**src/rtl/zdb_pkg.sv**
```systemverilog
// zdb_pkg: shared widths, codes and command/status types for the zone distance blend block
package zdb_pkg;

  // field widths
  localparam int COORD_BITS      = 24;
  localparam int BLEND_FRAC_BITS = 15;
  localparam int RADIUS_BITS     = COORD_BITS;
  localparam int MAG_BITS        = COORD_BITS + 1;
  localparam int SUM_BITS        = 2 * MAG_BITS;
  localparam int ROOT_BITS       = MAG_BITS;
  localparam int DIST_BITS       = ROOT_BITS;
  localparam int REM_BITS        = ROOT_BITS + 2;
  localparam int BLEND_BITS      = BLEND_FRAC_BITS + 1;
  localparam int DIV_STEPS       = BLEND_FRAC_BITS + 1;

  // stream and config port widths
  localparam int IN_FIELD_BITS   = 3 * COORD_BITS;
  localparam int IN_DATA_BITS    = ((IN_FIELD_BITS + 7) / 8) * 8;
  localparam int OUT_FIELD_BITS  = BLEND_BITS + DIST_BITS + 3;
  localparam int OUT_DATA_BITS   = ((OUT_FIELD_BITS + 7) / 8) * 8;
  localparam int CFG_IDX_BITS    = 3;
  localparam int CFG_DATA_BITS   = COORD_BITS;

  // output field positions inside m_tdata
  localparam int OUT_DIST_LSB    = BLEND_BITS;
  localparam int OUT_ACTIVE_BIT  = BLEND_BITS + DIST_BITS;
  localparam int OUT_ENTER_BIT   = OUT_ACTIVE_BIT + 1;
  localparam int OUT_EXIT_BIT    = OUT_ACTIVE_BIT + 2;

  // step counter
  localparam int STEP_MAX        = (ROOT_BITS > DIV_STEPS) ? ROOT_BITS : DIV_STEPS;
  localparam int CNT_BITS        = $clog2(STEP_MAX);
  localparam logic [CNT_BITS-1:0] SQ_LAST   = CNT_BITS'(3);
  localparam logic [CNT_BITS-1:0] ROOT_LAST = CNT_BITS'(ROOT_BITS - 1);
  localparam logic [CNT_BITS-1:0] DIV_LAST  = CNT_BITS'(DIV_STEPS - 1);

  localparam logic [BLEND_BITS-1:0] BLEND_FULL = {1'b1, {BLEND_FRAC_BITS{1'b0}}};

  // configuration register indexes
  localparam logic [CFG_IDX_BITS-1:0] REG_CENTRE_X = CFG_IDX_BITS'(0);
  localparam logic [CFG_IDX_BITS-1:0] REG_CENTRE_Y = CFG_IDX_BITS'(1);
  localparam logic [CFG_IDX_BITS-1:0] REG_CENTRE_Z = CFG_IDX_BITS'(2);
  localparam logic [CFG_IDX_BITS-1:0] REG_INNER    = CFG_IDX_BITS'(3);
  localparam logic [CFG_IDX_BITS-1:0] REG_OUTER    = CFG_IDX_BITS'(4);

  // axis codes for the shared squarer
  typedef enum logic [1:0] {
    AXIS_X = 2'd0,
    AXIS_Y = 2'd1,
    AXIS_Z = 2'd2
  } axis_t;

  typedef enum logic [2:0] {
    ST_IDLE,
    ST_SQUARE,
    ST_ROOT,
    ST_CLASS,
    ST_DIVIDE,
    ST_DONE
  } state_t;

  // controller to datapath
  typedef struct packed {
    logic  load;
    logic  mul;
    logic  acc;
    axis_t axis;
    logic  root_step;
    logic  classify;
    logic  div_step;
    logic  emit;
  } cmd_t;

  // datapath to controller
  typedef struct packed {
    logic need_div;
    logic out_busy;
  } sts_t;

endpackage

```
**src/rtl/zdb_ctrl.sv**
```systemverilog
// zdb_ctrl: sequencer that walks one item through square, root, classify and, when needed, divide
module zdb_ctrl (
  input  logic          clk,
  input  logic          rst,
  input  logic          s_tvalid,
  output logic          s_tready,
  input  zdb_pkg::sts_t sts,
  output zdb_pkg::cmd_t cmd
);
  import zdb_pkg::*;

  state_t              state, state_next;
  logic [CNT_BITS-1:0] cnt, cnt_next;

  // state and step counter
  always_ff @(posedge clk) begin
    if (rst) begin
      state <= ST_IDLE;
      cnt   <= '0;
    end else begin
      state <= state_next;
      cnt   <= cnt_next;
    end
  end

  // next state and commands
  always_comb begin
    state_next = state;
    cnt_next   = cnt;
    cmd        = '0;
    cmd.axis   = AXIS_X;
    s_tready   = 1'b0;
    unique case (state)
      ST_IDLE: begin
        s_tready = 1'b1;
        if (s_tvalid) begin
          cmd.load   = 1'b1;
          cnt_next   = '0;
          state_next = ST_SQUARE;
        end
      end
      ST_SQUARE: begin
        // product of one axis per cycle, accumulated in the following cycle
        cmd.mul  = (cnt != SQ_LAST);
        cmd.acc  = (cnt != '0);
        cmd.axis = axis_t'(cnt[1:0]);
        if (cnt == SQ_LAST) begin
          cnt_next   = '0;
          state_next = ST_ROOT;
        end else begin
          cnt_next = cnt + 1'b1;
        end
      end
      ST_ROOT: begin
        cmd.root_step = 1'b1;
        if (cnt == ROOT_LAST) begin
          cnt_next   = '0;
          state_next = ST_CLASS;
        end else begin
          cnt_next = cnt + 1'b1;
        end
      end
      ST_CLASS: begin
        cmd.classify = 1'b1;
        cnt_next     = '0;
        state_next   = sts.need_div ? ST_DIVIDE : ST_DONE;
      end
      ST_DIVIDE: begin
        cmd.div_step = 1'b1;
        if (cnt == DIV_LAST) begin
          cnt_next   = '0;
          state_next = ST_DONE;
        end else begin
          cnt_next = cnt + 1'b1;
        end
      end
      ST_DONE: begin
        // wait for the output register to free up
        if (!sts.out_busy) begin
          cmd.emit   = 1'b1;
          state_next = ST_IDLE;
        end
      end
      default: begin
        state_next = ST_IDLE;
      end
    endcase
  end

  // only one kind of datapath operation per cycle
  a_cmd_exclusive: assert property (@(posedge clk) disable iff (rst)
    $onehot0({cmd.load, cmd.mul | cmd.acc, cmd.root_step, cmd.classify,
              cmd.div_step, cmd.emit}))
    else $error("zdb_ctrl: overlapping datapath commands");

  // a result is never pushed into an occupied, stalled output register
  a_emit_free: assert property (@(posedge clk) disable iff (rst)
    cmd.emit |-> !sts.out_busy)
    else $error("zdb_ctrl: emit into busy output");

  // an item is taken only from idle, and squaring then starts at the first step
  a_load_after_idle: assert property (@(posedge clk) disable iff (rst)
    cmd.load |=> (state == ST_SQUARE) && (cnt == '0))
    else $error("zdb_ctrl: load did not start squaring");

  // the divide runs only when classification asked for it
  a_div_entry: assert property (@(posedge clk) disable iff (rst)
    $rose(cmd.div_step) |-> $past(cmd.classify) && $past(sts.need_div))
    else $error("zdb_ctrl: divide entered without classification");

endmodule

```
**src/rtl/zdb_dp.sv**
```systemverilog
// zdb_dp: config registers, squarer, iterative square root, divider and output register
module zdb_dp (
  input  logic                                clk,
  input  logic                                rst,
  // configuration writes
  input  logic                                cfg_wr,
  input  logic [zdb_pkg::CFG_IDX_BITS-1:0]    cfg_index,
  input  logic [zdb_pkg::CFG_DATA_BITS-1:0]   cfg_data,
  // input item
  input  logic [zdb_pkg::IN_DATA_BITS-1:0]    s_tdata,
  // output item
  output logic                                m_tvalid,
  input  logic                                m_tready,
  output logic [zdb_pkg::OUT_DATA_BITS-1:0]   m_tdata,
  // control
  input  zdb_pkg::cmd_t                       cmd,
  output zdb_pkg::sts_t                       sts
);
  import zdb_pkg::*;

  // configuration
  logic signed [COORD_BITS-1:0]  centre_x, centre_y, centre_z;
  logic        [RADIUS_BITS-1:0] inner_radius, outer_radius;

  // latched listener position
  logic signed [COORD_BITS-1:0]  pos_x, pos_y, pos_z;

  // squarer
  logic signed [COORD_BITS-1:0]  pos_sel, centre_sel;
  logic signed [MAG_BITS-1:0]    diff;
  logic        [MAG_BITS-1:0]    mag;
  logic        [SUM_BITS-1:0]    prod;

  // square root
  logic [SUM_BITS-1:0]  rad;
  logic [REM_BITS-1:0]  root_rem;
  logic [ROOT_BITS-1:0] root;
  logic [REM_BITS-1:0]  cur, trial;
  logic                 root_ge;

  // classify and divide
  logic                   below_inner, above_outer, need_div;
  logic [RADIUS_BITS:0]   div_rem;
  logic [RADIUS_BITS-1:0] den;
  logic                   div_ge;
  logic [RADIUS_BITS:0]   div_diff;
  logic [BLEND_BITS-1:0]  blend;

  // output register
  logic                  was_active;
  logic [BLEND_BITS-1:0] out_blend;
  logic [DIST_BITS-1:0]  out_dist;
  logic                  out_active, out_entered, out_exited;
  logic                  new_active;

  // config writes, unknown indexes dropped
  always_ff @(posedge clk) begin
    if (rst) begin
      centre_x     <= '0;
      centre_y     <= '0;
      centre_z     <= '0;
      inner_radius <= '0;
      outer_radius <= '0;
    end else if (cfg_wr) begin
      unique case (cfg_index)
        REG_CENTRE_X: centre_x     <= cfg_data[COORD_BITS-1:0];
        REG_CENTRE_Y: centre_y     <= cfg_data[COORD_BITS-1:0];
        REG_CENTRE_Z: centre_z     <= cfg_data[COORD_BITS-1:0];
        REG_INNER:    inner_radius <= cfg_data[RADIUS_BITS-1:0];
        REG_OUTER:    outer_radius <= cfg_data[RADIUS_BITS-1:0];
        default: ;
      endcase
    end
  end

  // axis select and magnitude of the difference
  always_comb begin
    unique case (cmd.axis)
      AXIS_X: begin
        pos_sel    = pos_x;
        centre_sel = centre_x;
      end
      AXIS_Y: begin
        pos_sel    = pos_y;
        centre_sel = centre_y;
      end
      AXIS_Z: begin
        pos_sel    = pos_z;
        centre_sel = centre_z;
      end
      default: begin
        pos_sel    = pos_x;
        centre_sel = centre_x;
      end
    endcase
    diff = {pos_sel[COORD_BITS-1], pos_sel} - {centre_sel[COORD_BITS-1], centre_sel};
    mag  = diff[MAG_BITS-1] ? MAG_BITS'(-diff) : MAG_BITS'(diff);
  end

  // one restoring root step: two radicand bits in, one root bit out
  always_comb begin
    cur     = {root_rem[REM_BITS-3:0], rad[SUM_BITS-1 -: 2]};
    trial   = {root, 2'b01};
    root_ge = (cur >= trial);
  end

  // classification of the distance against the radii
  always_comb begin
    below_inner = (root < {1'b0, inner_radius});
    above_outer = (root > {1'b0, outer_radius});
    need_div    = !below_inner && !above_outer && (outer_radius != inner_radius);
  end

  // one restoring divide step
  always_comb begin
    div_ge   = (div_rem >= {1'b0, den});
    div_diff = div_ge ? (div_rem - {1'b0, den}) : div_rem;
  end

  // datapath registers
  always_ff @(posedge clk) begin
    if (cmd.load) begin
      pos_x    <= s_tdata[COORD_BITS-1:0];
      pos_y    <= s_tdata[2*COORD_BITS-1:COORD_BITS];
      pos_z    <= s_tdata[3*COORD_BITS-1:2*COORD_BITS];
      rad      <= '0;
      root_rem <= '0;
      root     <= '0;
    end
    if (cmd.mul) begin
      prod <= mag * mag;
    end
    if (cmd.acc) begin
      rad <= rad + prod;
    end
    if (cmd.root_step) begin
      root_rem <= root_ge ? (cur - trial) : cur;
      root     <= {root[ROOT_BITS-2:0], root_ge};
      rad      <= {rad[SUM_BITS-3:0], 2'b00};
    end
    if (cmd.classify) begin
      div_rem <= {1'b0, outer_radius - root[RADIUS_BITS-1:0]};
      den     <= outer_radius - inner_radius;
      if (below_inner) begin
        blend <= BLEND_FULL;
      end else if (above_outer) begin
        blend <= '0;
      end else if (outer_radius == inner_radius) begin
        blend <= BLEND_FULL;
      end else begin
        blend <= '0;
      end
    end
    if (cmd.div_step) begin
      blend   <= {blend[BLEND_BITS-2:0], div_ge};
      div_rem <= {div_diff[RADIUS_BITS-1:0], 1'b0};
    end
  end

  assign new_active = (blend != '0);

  // output register and zone state
  always_ff @(posedge clk) begin
    if (rst) begin
      m_tvalid   <= 1'b0;
      was_active <= 1'b0;
    end else if (cmd.emit) begin
      m_tvalid   <= 1'b1;
      was_active <= new_active;
    end else if (m_tready) begin
      m_tvalid <= 1'b0;
    end
  end

  always_ff @(posedge clk) begin
    if (cmd.emit) begin
      out_blend   <= blend;
      out_dist    <= root;
      out_active  <= new_active;
      out_entered <= new_active && !was_active;
      out_exited  <= !new_active && was_active;
    end
  end

  // pack result fields, lowest first
  always_comb begin
    m_tdata = '0;
    m_tdata[BLEND_BITS-1:0]                 = out_blend;
    m_tdata[OUT_DIST_LSB +: DIST_BITS]      = out_dist;
    m_tdata[OUT_ACTIVE_BIT]                 = out_active;
    m_tdata[OUT_ENTER_BIT]                  = out_entered;
    m_tdata[OUT_EXIT_BIT]                   = out_exited;
  end

  assign sts.need_div = need_div;
  assign sts.out_busy = m_tvalid && !m_tready;

  // blend never exceeds full scale
  a_blend_range: assert property (@(posedge clk) disable iff (rst)
    m_tvalid |-> (out_blend <= BLEND_FULL))
    else $error("zdb_dp: blend above full scale");

  // active flag agrees with the blend value
  a_active_match: assert property (@(posedge clk) disable iff (rst)
    m_tvalid |-> (out_active == (out_blend != '0)))
    else $error("zdb_dp: active flag disagrees with blend");

  // entry and exit never flagged together
  a_enter_exit: assert property (@(posedge clk) disable iff (rst)
    m_tvalid |-> !(out_entered && out_exited))
    else $error("zdb_dp: entered and exited both set");

  // zone state follows the emitted active flag
  a_state_track: assert property (@(posedge clk) disable iff (rst)
    cmd.emit |=> (was_active == out_active))
    else $error("zdb_dp: zone state out of step with output");

endmodule

```
**src/rtl/zone_distance_blend_top.sv**
```systemverilog
// zone_distance_blend_top: listener-to-zone distance and blend factor, top level
//
//  channel  signals                                   fields (lowest bit first)
//  -------  ----------------------------------------  ------------------------------------
//  s        s_tvalid s_tready s_tdata[71:0]           listener_x, listener_y, listener_z
//  m        m_tvalid m_tready m_tdata[47:0]           blend, distance, active, entered,
//                                                     exited, zero fill
//  cfg      cfg_valid cfg_ready cfg_index cfg_data    0 centre_x, 1 centre_y, 2 centre_z,
//                                                     3 inner_radius, 4 outer_radius
//
// An item goes from acceptance back to ready through accept, square/accumulate, root,
// classify, the falloff divide when it runs, and emit; the one-bit-per-cycle square
// root and divider are the longest of these steps.
// Reset is synchronous on rst and clears the config registers and the zone state.
// A finished item waits in the output register while the next one is computed; the
// sequencer holds only if that register is still occupied when the next item is done.
// cfg_ready is always high; writes must go in only while no item is in flight, which the block does not enforce.
module zone_distance_blend_top (
  input  logic                               clk,
  input  logic                               rst,
  // listener_x, listener_y, listener_z
  input  logic                               s_tvalid,
  output logic                               s_tready,
  input  logic [zdb_pkg::IN_DATA_BITS-1:0]   s_tdata,
  // blend, distance, active, entered, exited, zero fill
  output logic                               m_tvalid,
  input  logic                               m_tready,
  output logic [zdb_pkg::OUT_DATA_BITS-1:0]  m_tdata,
  // configuration write channel
  input  logic                               cfg_valid,
  output logic                               cfg_ready,
  input  logic [zdb_pkg::CFG_IDX_BITS-1:0]   cfg_index,
  input  logic [zdb_pkg::CFG_DATA_BITS-1:0]  cfg_data
);
  import zdb_pkg::*;

  cmd_t cmd;
  sts_t sts;

  assign cfg_ready = 1'b1;

  // sequencer
  zdb_ctrl u_ctrl (
    .clk      (clk),
    .rst      (rst),
    .s_tvalid (s_tvalid),
    .s_tready (s_tready),
    .sts      (sts),
    .cmd      (cmd)
  );

  // arithmetic and output register
  zdb_dp u_dp (
    .clk       (clk),
    .rst       (rst),
    .cfg_wr    (cfg_valid && cfg_ready),
    .cfg_index (cfg_index),
    .cfg_data  (cfg_data),
    .s_tdata   (s_tdata),
    .m_tvalid  (m_tvalid),
    .m_tready  (m_tready),
    .m_tdata   (m_tdata),
    .cmd       (cmd),
    .sts       (sts)
  );

endmodule

```
**config.mk**
```make
export PLATFORM = sky130hd
export DESIGN_NAME = zone_distance_blend_top
export DESIGN_NICKNAME = d
export VERILOG_FILES = /design/src/rtl/zdb_pkg.sv /design/src/rtl/zdb_ctrl.sv /design/src/rtl/zdb_dp.sv /design/src/rtl/zone_distance_blend_top.sv
export SDC_FILE = /design/constraint.sdc
export NUM_CORES = 2
export LEC_CHECK = 0
export ABC_AREA = 1
export BUFFER_PORTS_ARGS = -buffer_cell sky130_fd_sc_hd__buf_2
export CORE_MARGIN = 2
export CORE_UTILIZATION = 59
export DETAILED_ROUTE_END_ITERATION = 10
export PLACE_DENSITY = 0.76
export SYNTH_ARGS = -nofsm -noshare
export SYNTH_HDL_FRONTEND = slang
export SYNTH_HIERARCHICAL = 1
export SYNTH_SLANG_ARGS = --single-unit
```
**constraint.sdc**
```tcl
create_clock -name clk -period 13.7 [get_ports clk]
set_clock_uncertainty 0.15 [all_clocks]
set_input_delay 2.74 -clock clk [delete_from_list [all_inputs] [get_ports clk]]
set_output_delay 2.74 -clock clk [all_outputs]
set_load 0.05 [all_outputs]
```
[After elaboration in Yosys (flattened, before gate mapping)]
Index checks and enable logic that the tools add are counted.
Operators by class
  add/subtract/negate cells: 8
  multipliers: 1
  divide/modulo/power cells: 0
  order comparisons: 4
  eq/ne operators: 22
  shifts and indexed selects: 0
  mux-type cells: 42
  bitwise logic cells: 0
  reduce and logical (&&, ||, !) cells: 27
Operators by type and width (count)
  $mux 25: 8
  $mux 50: 3
  $pmux 24 s2: 2
  $mux 16: 5
  $sub 24x24->24: 3
  $add 50x50->50: 1
  $mul 25x25->50: 1
  $ge 27x27->1: 1
  $ge 25x24->1: 1
  $gt 25x24->1: 1
  $lt 25x24->1: 1
  $neg 25->25: 1
  $pmux 5 s5: 1
  $sub 24x24->25: 1
  $sub 25x25->25: 1
  $eq 24x24->1: 1
  $mux 24: 1
  $ne 24x24->1: 1
  $mux 5: 4
  $pmux 3 s6: 1
  $reduce_bool 16->1: 1
  $mux 3: 5
  $eq 3x2->1 const B: 4
  $reduce_and 2->1: 6
  20 further kinds: 49
Storage, ports and cells
  bits in registers: 461
  bits in latches: 0
  RAM bits: 0
  ROM bits: 0
  input bits: 104
  output and inout bits: 51
  word-level logic and storage cells: 130
  memories: 0

[Longest topological paths before layout]
  depth in word-level cells: 8
  mapped depth: 56
  gate-level depth less buffers: 54

[By module]
The synthesis kept the hierarchy.
By module, submodules not included
  zdb_dp: times used 1, cells an instance 5487, area an instance 45685.1 um2, seq. area each 12321.8 um2
  zdb_ctrl: times used 1, cells an instance 114, area an instance 681.9 um2, seq. area each 160.2 um2
  zone_distance_blend_top: times used 1, cells an instance 2, area an instance 11.3 um2, seq. area each 0.0 um2

[Worst setup path after synthesis]
Ideal clock, no wire load.
  kind: reg2reg
  start point: register u_ctrl.state[0]
  end point: register u_dp.prod[47], data pin
  library setup time: 0.265 ns
  arrival: 9.577 ns
  required time: 13.285 ns
  setup slack: 3.708 ns
  cell stages (with the launch flop): 51
  path buffers: 4
  clock period less this slack: 9.992 ns
  cells stage by stage: dfxtp_1 > inv_1 > nor3_2 > inv_1 > nor2_1 > inv_1 > ha_1 > inv_1 > clkbuf_1 > clkbuf_1 > o21ai_0 > ha_1 > inv_1 > fa_1 > inv_1 > ha_1 > inv_1 > nor2_1 > (+15 left out) > inv_1 > fa_1 > inv_1 > fa_1 > fa_1 > inv_1 > fa_1 > inv_1 > ha_1 > nand2_1 > nor2_1 > inv_1 > nor4_1 > nand3_1 > nand3_1 > nand3_1 > o211ai_1 > xor2_1
RTL lines
  start, declared: RTL line zdb_ctrl.sv:12  | state_t state, state_next;
  start signal, assigned: RTL line zdb_ctrl.sv:21  | state <= state_next;
  end signal, assigned: RTL line zdb_dp.sv:131  | prod <= mag * mag;
  end, declared: RTL line zdb_dp.sv:32  | logic [SUM_BITS-1:0] prod;

==> results by group <==
Run status
  – Status: finished clean

Final layout
  – Layout cells sized above 1: 6.21%
  – Nets: 6700
  – Area grow syn2layout: 7.73%
  – Fillers: 6695

STA
  – Final setup viols: 0
  – Worst slew pin tran: 1280 ps
  – Setup WS post-layout: 1310 ps
  – RSZ-0062 raised after global routing: no
  – Max transition margin: 14.4%
  – Final Hold Violating Endpoints: 0
  – Final min period: 12390 ps
  – Hold WS: 302 ps
  – Setup_tns: 0 ps
  – Crit share post-route: 90.4%
  – Final slew viol count: 0
  – FMAX: 80.7 MHz

Drt
  – Via/cell ratio: 5.67
  – Vias: 38600
  – Final ANT Viol Nets: 0
  – WL final: 128 mm
  – Detailed Routing Iterations Pass 1: 8
  – DR WL/cell: 18.8 µm
  – Drt drc: 0
  – Initial drt markers: 3388

Floorplanning
  – Core area: 77600 µm²
  – Die Height: 284 µm
  – Cell row count: 102
  – IO Count: 155
  – Die area: 80900 µm²
  – Die Width: 284 µm
  – Initial Util: 59.8%

Yosys
  – Post-synth EDFFs: 327
  – Mean Syn Cell Area: 8.28 µm²
  – Post-synth top area share: 21.2%
  – Top FF cell, synth: edfxtp_1
  – Cell area after synthesis: 46400 µm²
  – Yosys warning count: 6
  – Sequential element share of the synthesized area: 26.9%
  – Register bit total from synthesis: 460
  – Dominant cells by area after synthesis: edfxtp_1, fa_1, ha_1, inv_1, nand2_1
  – Synth area leader: edfxtp_1
  – Post-synth cell types: 59
  – Synthesized instance count: 5603
  – Synth async-reset ratio: 0%

Worst setup path
  – Critical path launch point type: register
  – Buffers and inverters on the worst path: 11
  – Slowest cell on crit path: xor2_2
  – Cell repeated most along the worst path: nand2_1
  – FF-to-FF Start: u_ctrl/state[0]$_SDFFE_PP0P_
  – Crit path capture type: register
  – Worst endpoint required time: 13900 ps
  – Critical path type: register to register
  – Delay-heaviest family, CP: adder cells
  – Reg2reg setup slack: 1310 ps
  – Worst-path maximum fanout: 32
  – Worst path max stage delay: 880 ps
  – Crit path arrival time: 12590 ps
  – Crit path from: u_ctrl/state[0]$_SDFFE_PP0P_

Clock tree
  – Clock sink total: 460
  – Skew-Pair Late Insertion Delay: 650 ps
  – Post CTS Setup Buffer Count: 0
  – Clock buffer depth: 3
  – Cts bufs inserted: 52
  – Clock root buffer: clkbuf_16
  – Quantity of hold-fixing buffers added after cts: 0
  – Htree depth: 2
  – CTS tree: yes
  – Cts repair resizes: 0
  – Worst-path clk slew: 60 ps

Min path
  – HP Class: register to register
  – Hold wc startpoint: u_dp/blend[1]$_SDFFCE_PN0P_

Global routing
  – Pin count of the biggest net entering global routing: 89
  – GRT Util Overall: 31.8%
  – Global-route wire length before repair: 205 mm
  – Vias in the first global route: 38800
  – Initial antenna violation count: 6
  – Total gr overflow: 0

Run
  – Max cap viols: 0

Placed design
  – I/O Buffers: 149
  – Gpl congestion: 1.00
  – Worst slack, placed: 1530 ps
  – DPL Wire Length: 101 mm
cells in the final DEF, fill, tap and decap left out, drive strengths merged, types with 7 or more instances in the layout:
| cell | synthesis | layout |
|---|---|---|
| nor2 | 551 | 551 |
| a21boi | 14 | 14 |
| ha | 404 | 404 |
| or2 | 20 | 20 |
| o31ai | 7 | 7 |
| nand3 | 163 | 163 |
| diode | 0 | 7 |
| clkbuf | 89 | 65 |
| o21bai | 19 | 19 |
| a21oi | 453 | 453 |
| o21ai | 266 | 266 |
| nand3b | 12 | 12 |
| bufinv | 0 | 8 |
| a211oi | 56 | 56 |
| o21a | 15 | 15 |
| xnor2 | 46 | 46 |
| a21o | 27 | 27 |
| inv | 1121 | 1122 |
| nand2 | 1068 | 1068 |
| conb | 3 | 23 |
| xor2 | 81 | 81 |
| fa | 473 | 473 |
| dfxtp | 133 | 133 |
| buf | 48 | 179 |
| clkinv | 6 | 27 |
| o221ai | 8 | 8 |
| edfxtp | 327 | 327 |
| a221o | 26 | 26 |
| o211ai | 13 | 13 |
| a31oi | 38 | 38 |
| nand4 | 32 | 32 |
| nor4 | 23 | 23 |
| nor3 | 42 | 42 |
flip-flops by register name, indices dropped and copies added (netlist names), 25 cells and up:
register / flops
u_dp/div_rem: 25
u_dp/rad: 50
u_dp/prod: 49
u_dp/root: 25
u_dp/root_rem: 25
u_dp/out_dist: 25
cell usage after synthesis, drive strengths merged, types with 20 or more instances:
master,n
clkbuf,89
nor4,23
ha,404
a221o,26
xor2,81
nor2,551
buf,48
a21oi,453
nand2,1068
nand3,163
a31oi,38
a21o,27
nor3,42
dfxtp,133
o21ai,266
edfxtp,327
xnor2,46
fa,473
inv,1121
nand4,32
or2,20
a211oi,56
per-layer routing:
layer  vias up  track usage, %  wire (µm)
met4         0            11.7       4950
li1      18100               -          -
met2      1624            52.5      59200
met5         -               0          0
met1     18500            42.9      53400
met3       328            4.54      10200
final cells by class:
type                       count  area [µm²]  share of cell area, %
antenna                        7        17.5                 0.0351
multi-input combinational   3899       29100                   58.3
sequential                   460       12500                   25.0
tap                         1040        1300                   2.60
clock buffer                  65        1370                   2.74
inverter                    1127        4230                   8.47
timing repair buffer         179         973                   1.95
clock inverter                31         450                  0.902
logic make-up (layout without fill, tap and decap cells):
| group | Yosys count | in the layout | synth area share, % |
|---|---|---|---|
| xor gates and xnor gates | 127 | 127 | 2.50 |
| other | 3 | 30 | 0.0243 |
| and+or+nand+nor | 1916 | 1916 | 17.0 |
| DFF | 460 | 460 | 26.9 |
| adders and majority gates | 877 | 877 | 31.3 |
| buffers and inverters | 1264 | 1402 | 10.5 |
| AOI/OAI and AO/OA | 956 | 956 | 11.7 |
final timing paths:
path,to,cells past startpoint
worst max register to register,u_dp/prod[37]$_DFFE_PP_,47
worst min-delay path,u_dp/out_blend[1]$_DFFE_PP_,0
worst max-delay path,u_dp/prod[37]$_DFFE_PP_,47
worst min register to register,u_dp/out_blend[1]$_DFFE_PP_,0
metrics by stage:
stage / cell area (µm²) / instances / util [%]
detailed placement: 48100 / 6705 / 62.0
floorplan: 46500 / 5623 / -
finish: 50000 / 6808 / 64.4
global placement: 48100 / 6705 / 62.0
CTS: 49900 / 6801 / 64.4
global route: 50000 / 6807 / 64.4
Power is not shown: default switching activity piles up to over one toggle a cycle in this logic, so the estimate is an artifact.
